[src/rtl/core/bbpt_pkg.sv]
package bbpt_pkg;

	localparam int TESS_W      = 7;
	localparam int MAX_TESS    = 64;
	localparam int TESS_RESET  = 10;
	localparam int TESS_MIN    = 2;
	localparam int CTRL_POINTS = 16;
	localparam int SLOT_W      = 4;
	localparam int IDX_W       = 6;
	localparam int COORD_W     = 32;
	localparam int T_W         = 17;
	localparam int FRAC_W      = 16;
	localparam int COEF_W      = 36;
	localparam int MAG_W       = 35;
	localparam int PROD_W      = MAG_W + T_W;
	localparam int ACC_W       = 38;
	localparam int DIV_STEPS   = 16;
	localparam int CORNERS     = 6;
	localparam int STAGES      = 4;

	localparam logic REQ_WRITE  = 1'b0;
	localparam logic REQ_CELL   = 1'b1;
	localparam logic STATUS_OK  = 1'b0;
	localparam logic STATUS_OOR = 1'b1;

	typedef struct packed {
		logic                      req_type;
		logic [SLOT_W-1:0]         point_slot;
		logic signed [COORD_W-1:0] point_x;
		logic signed [COORD_W-1:0] point_y;
		logic signed [COORD_W-1:0] point_z;
		logic [IDX_W-1:0]          cell_row;
		logic [IDX_W-1:0]          cell_col;
	} req_t;

	typedef struct packed {
		logic signed [COORD_W-1:0] vert_x;
		logic signed [COORD_W-1:0] vert_y;
		logic signed [COORD_W-1:0] vert_z;
		logic [2:0]                corner;
		logic                      status;
		logic                      last;
	} res_t;

	typedef enum logic [3:0] {
		OP_NONE,
		OP_WRITE,
		OP_LOAD,
		OP_DIV_INIT,
		OP_DIV_STEP,
		OP_TWR,
		OP_POW2,
		OP_POW3,
		OP_RD,
		OP_MUL,
		OP_SUM,
		OP_EMIT,
		OP_ERR
	} op_t;

	typedef struct packed {
		op_t        op;
		logic [1:0] pidx;
		logic [1:0] pt;
		logic [1:0] crd;
		logic [2:0] stage;
		logic [2:0] step;
	} cmd_t;

	typedef struct packed {
		logic oor;
	} sts_t;

	// Grid point used by each corner of the two triangles.
	function automatic logic [1:0] corner_point(input logic [2:0] c);
		logic [1:0] p;
		case (c)
			3'd0: p = 2'd0;
			3'd1: p = 2'd1;
			3'd2: p = 2'd2;
			3'd3: p = 2'd1;
			3'd4: p = 2'd3;
			3'd5: p = 2'd2;
			default: p = 2'd0;
		endcase
		return p;
	endfunction

endpackage

[src/rtl/core/bbpt_ctrl.sv]
module bbpt_ctrl (
	input  logic            clk,
	input  logic            arst_n,
	input  logic            start,
	input  logic            req_type,
	input  bbpt_pkg::sts_t  sts,
	output logic            busy,
	output bbpt_pkg::cmd_t  cmd
);

	typedef enum logic [8:0] {
		S_IDLE  = 9'b000000001,
		S_CHECK = 9'b000000010,
		S_DIV   = 9'b000000100,
		S_POW   = 9'b000001000,
		S_RD    = 9'b000010000,
		S_MUL   = 9'b000100000,
		S_SUM   = 9'b001000000,
		S_EMIT  = 9'b010000000,
		S_ERR   = 9'b100000000
	} state_t;

	state_t     state_q;
	logic [1:0] pidx_q;
	logic [1:0] pt_q;
	logic [1:0] crd_q;
	logic [2:0] stage_q;
	logic [4:0] cnt_q;

	assign busy = (state_q != S_IDLE);

	always_comb begin
		cmd.op    = bbpt_pkg::OP_NONE;
		cmd.pidx  = pidx_q;
		cmd.pt    = pt_q;
		cmd.crd   = crd_q;
		cmd.stage = stage_q;
		cmd.step  = cnt_q[2:0];
		case (state_q)
			S_IDLE: begin
				if (start) begin
					cmd.op = (req_type == bbpt_pkg::REQ_CELL) ? bbpt_pkg::OP_LOAD
					                                          : bbpt_pkg::OP_WRITE;
				end
			end
			S_DIV: begin
				cmd.op = (cnt_q == 5'd0) ? bbpt_pkg::OP_DIV_INIT : bbpt_pkg::OP_DIV_STEP;
			end
			S_POW: begin
				if (cnt_q == 5'd0) begin
					cmd.op = bbpt_pkg::OP_TWR;
				end else if (cnt_q == 5'd1) begin
					cmd.op = bbpt_pkg::OP_POW2;
				end else if (cnt_q == 5'd3) begin
					cmd.op = bbpt_pkg::OP_POW3;
				end
			end
			S_RD:   cmd.op = bbpt_pkg::OP_RD;
			S_MUL:  cmd.op = bbpt_pkg::OP_MUL;
			S_SUM:  cmd.op = bbpt_pkg::OP_SUM;
			S_EMIT: cmd.op = bbpt_pkg::OP_EMIT;
			S_ERR:  cmd.op = bbpt_pkg::OP_ERR;
			default: cmd.op = bbpt_pkg::OP_NONE;
		endcase
	end

	always_ff @(posedge clk or negedge arst_n) begin
		if (!arst_n) begin
			state_q <= S_IDLE;
			pidx_q  <= '0;
			pt_q    <= '0;
			crd_q   <= '0;
			stage_q <= '0;
			cnt_q   <= '0;
		end else begin
			case (state_q)
				S_IDLE: begin
					if (start && req_type == bbpt_pkg::REQ_CELL) begin
						state_q <= S_CHECK;
					end
				end
				S_CHECK: begin
					cnt_q  <= '0;
					pidx_q <= '0;
					state_q <= sts.oor ? S_ERR : S_DIV;
				end
				S_DIV: begin
					if (cnt_q == 5'(bbpt_pkg::DIV_STEPS)) begin
						cnt_q   <= '0;
						state_q <= S_POW;
					end else begin
						cnt_q <= cnt_q + 5'd1;
					end
				end
				S_POW: begin
					if (cnt_q == 5'd3) begin
						cnt_q <= '0;
						if (pidx_q == 2'd3) begin
							pt_q    <= '0;
							crd_q   <= '0;
							stage_q <= '0;
							state_q <= S_RD;
						end else begin
							pidx_q  <= pidx_q + 2'd1;
							state_q <= S_DIV;
						end
					end else begin
						cnt_q <= cnt_q + 5'd1;
					end
				end
				S_RD: begin
					if (cnt_q == 5'd4) begin
						cnt_q   <= '0;
						state_q <= S_MUL;
					end else begin
						cnt_q <= cnt_q + 5'd1;
					end
				end
				S_MUL: begin
					if (cnt_q == 5'd3) begin
						cnt_q   <= '0;
						state_q <= S_SUM;
					end else begin
						cnt_q <= cnt_q + 5'd1;
					end
				end
				S_SUM: begin
					state_q <= S_RD;
					if (stage_q != 3'(bbpt_pkg::STAGES)) begin
						stage_q <= stage_q + 3'd1;
					end else begin
						stage_q <= '0;
						if (crd_q != 2'd2) begin
							crd_q <= crd_q + 2'd1;
						end else begin
							crd_q <= '0;
							if (pt_q != 2'd3) begin
								pt_q <= pt_q + 2'd1;
							end else begin
								state_q <= S_EMIT;
							end
						end
					end
				end
				S_EMIT: begin
					if (cnt_q == 5'(bbpt_pkg::CORNERS - 1)) begin
						cnt_q   <= '0;
						state_q <= S_IDLE;
					end else begin
						cnt_q <= cnt_q + 5'd1;
					end
				end
				S_ERR: state_q <= S_IDLE;
				default: state_q <= S_IDLE;
			endcase
		end
	end

endmodule

[config.mk]
export PLATFORM = sky130hd
export DESIGN_NAME = bbpt_ctrl
export DESIGN_NICKNAME = d
export VERILOG_FILES = /design/src/rtl/core/bbpt_pkg.sv /design/src/rtl/core/bbpt_ctrl.sv
export SDC_FILE = /design/constraint.sdc
export NUM_CORES = 1
export LEC_CHECK = 0
export BUFFER_PORTS_ARGS = -buffer_cell sky130_fd_sc_hd__buf_2
export CORE_AREA = 2 2 58 60
export CTS_BUF_LIST = sky130_fd_sc_hd__clkbuf_8
export CTS_CLUSTER_SIZE = 25
export DETAILED_ROUTE_END_ITERATION = 7
export DIE_AREA = 0 0 60 62
export MAX_ROUTING_LAYER = met4
export PLACE_DENSITY_LB_ADDON = 0.3
export SLEW_MARGIN = 25
export SYNTH_ARGS = -nofsm -noshare
export SYNTH_HDL_FRONTEND = slang
export SYNTH_SLANG_ARGS = --single-unit
[constraint.sdc]
create_clock -name clk -period 2.35 [get_ports clk]
set_clock_uncertainty 0.05 [all_clocks]
set_input_delay 0.47 -clock clk [delete_from_list [all_inputs] [get_ports clk]]
set_output_delay 0.47 -clock clk [all_outputs]
set_load 0.02 [all_outputs]
==> impl_metrics.yaml <==
finish:
  area_growth_pct: 26.7
  final.fill_count: 261
  drive_gt1_share_pct: 31.3
  postLayoutCoreUtil_pct: 62.7
  nets: 224
  antenna_cells: 0
logic_synthesis:
  synth.largest_area_cell: "dfrtp_1"
  post-synth-top-count-cell: "dfrtp_1"
  synth_edf_count: 0
  synth_async_sr_flop_share_pct: 100
  synth_cells: 173
  synth_top_area_share_pct: 35.0
  yosys-top-cells-count: "dfrtp_1, nand2_1, nand3_1"
  synth_ff_type: "dfrtp_1"
  synthTopCellsByArea: "dfrtp_1, ha_1, nand3_1"
  yosysUniqueCellTypes: 55
  syn-num-nets: 185
  syn_avg_cell_area_sq_um: 9.09
  ys_seq_elements: 23
  synth.yosys.warnings: 0
  synth_area_sq_mm: 0.00157
  yosysSeqAreaShare_pct: 36.7
power_and_ir_drop:
  p_int_uw: 739
  p_sw_uw: 450
  ir_worst_vdd_uv: 405
  p_per_area_mw_per_mm2: 597
  p_leak_nw: 0.929
  p_clk_share_pct: 21.8
  p_seq_share_pct: 40.6
  finalPower_mw: 1.19
  power_frac_comb_pct: 37.6
  swShare_pct: 37.8
drt:
  first_iter_violations: 66
  drt-vias-per-instance: 5.80
  vias: 1490
  drt_pre_antenna_iters: 4
  drcViolationCount: 0
  wl_um: 4060
  wl_per_cell_um: 15.8
  antenna_left: 0
critical_path:
  ff2ff_path_depth: 7
  r2r-end: "state_q[5]"
  critPathLaunchType: "flop"
  crit_path_max_fanout: 5
  critical_path_class: "reg2out"
  end_kind: "output port"
  r2r_slack_ns: -0.03
  startpoint: "state_q[5]"
  timing.rr.start: "cnt_q[1]"
  critical_path_required_ns: 1.83
  worstPathArrival_ns: 1.89
cts:
  clk_latency_ns: 0.28
  cts_inserted_buffers: 3
  clock_sinks: 23
  tritoncts: "done"
  clockBufferDepth: 2
  cts_root_buffer: "clkbuf_8"
  cts.clk_slew.worst_paths_ns: 0.09
  h-tree-depth: 1
die:
  rows: 21
  dieWidth_um: 60
  io_pins: 22
  initial_core_util_pct: 49.5
  fp.dieH_um: 62
  coreArea_sq_mm: 0.00318
  die-area_sq_mm: 0.00372
global_route:
  gr-usage-met1_pct: 30.4
  grt_pass1_vias: 1432
  grt_use_met3_pct: 1.24
  met2_usage_pct: 41.6
  grt_max_degree: 24
  grt-busiest-layer: "met2"
  grt_antenna_before_repair: 0
  grt_pass1_wl_um: 6620
  overflow: 0
  gr-usage-all-layers_pct: 25.0
sta:
  setup_viol: 5
  rsz0062_at_grt: "yes"
  fin_crit_sh_pct: 103
  maxSlewHeadroom_pct: 65.4
  fin_crit_ns: 2.41
  slew_violations: 0
  worst_pin_slew_ns: 0.512
  max_freq_ghz: 0.414
  fin_ws_ns: -0.0630
  hold_viol: 0
  tns_ns: -0.138
outcome:
  status: "finished with violations"
  violations: "negative setup slack"
run:
  cap_violations: 0
place:
  gp_congestion: 0.892
  portBuffers: 21
  hpwlAfterDp_um: 2850
min_path:
  hp-class: "in2async"
==> worst max path at each step <==
| stage | end | slack [ns] | depth (start not counted) |
|---|---|---|---|
| global placement | state_q[5] | 0.13 | 7 |
| floorplan | cmd[12] | 0.07 | 6 |
| detailed placement | state_q[5] | 0.06 | 7 |
| CTS | cmd[13] | -0.06 | 6 |
| global route | cmd[12] | -0.16 | 7 |
| finish | cmd[12] | -0.06 | 7 |
==> cell usage in the layout (no fill, tap or decap), drive strengths merged, types with 4 or more instances in the layout <==
| master | count |
|---|---|
| nor3 | 6 |
| o21ai | 14 |
| o22ai | 4 |
| nand3 | 15 |
| ha | 7 |
| inv | 15 |
| nand2 | 15 |
| dfrtp | 22 |
| nor2 | 5 |
| buf | 42 |
| nor4b | 6 |
| nand4 | 5 |
| a21oi | 7 |
==> per-stage QoR <==
step	std cells	hold WS, ns	setup WS (ns)	area (sq um)
after detailed placement	246	0.434	0.0636	1790
after global placement	246	0.422	0.132	1790
after global routing	257	0.150	-0.161	1990
after CTS	253	0.131	-0.0562	1920
after floorplan	173	0.124	0.0702	1570
final	257	0.106	-0.0630	1990
==> flip-flops by register name (all words and copies together), names as in the netlist <==
name     flops
pt_q         2
stage_q      3
state_q      9
crd_q        2
pidx_q       2
cnt_q        5
==> routing by layer <==
layer	wire (um)	vias to the layer above
met5	0	-
met3	140	9
met4	117	0
met1	1700	732
met2	2100	35
li1	-	714
==> logic make-up (layout without fill, tap and decap cells) <==
group	count (synthesis)	after routing	synth area share, %
and+or+nand+nor	75	75	30.0
xor gates and xnor gates	2	2	1.11
DFF	23	23	36.7
buffers and inverters	22	60	6.60
muxes	4	4	2.86
AOI/OAI and AO/OA	40	40	17.2
adders and majority gates	7	7	5.57
==> critical path, stage by stage (launching register included) <==
cell and delay, ns:
dfrtp_1 0.41, nor4_4 0.31, buf_6 0.17, nand3b_4 0.08, o31a_1 0.27, a21oi_2 0.11
a311o_1 0.15, buf_6 0.12
==> layout make-up <==
type | count | area (sq um) | area share (%)
inverter | 14 | 52.6 | 2.64
sequential | 23 | 578 | 29.0
clock inverter | 1 | 3.75 | 0.188
multi-input combinational | 128 | 973 | 48.9
tap | 46 | 57.6 | 2.89
clock buffer | 3 | 41.3 | 2.07
timing repair buffer | 42 | 285 | 14.3
==> repair_timing <==
action	CTS	global route
endpoints found under the hold margin	0	0
setup endpoints to repair	3	10
resized for setup	13	12
hold buffers	0	0
pin swaps	6	7
buffers inserted	3	4
==> power by group through the flow <==
stage | Sequential, mW | Clock [mW] | Combinational [mW]
2_1_floorplan | 0.463 | 0 | 0.265
3_3_place_gp | 0.469 | 0 | 0.369
3_5_place_dp | 0.473 | 0 | 0.374
4_1_cts | 0.475 | 0.264 | 0.410
5_1_grt | 0.488 | 0.280 | 0.481
6_report | 0.483 | 0.259 | 0.447
Note: power is estimated with default switching activity, not from simulation.
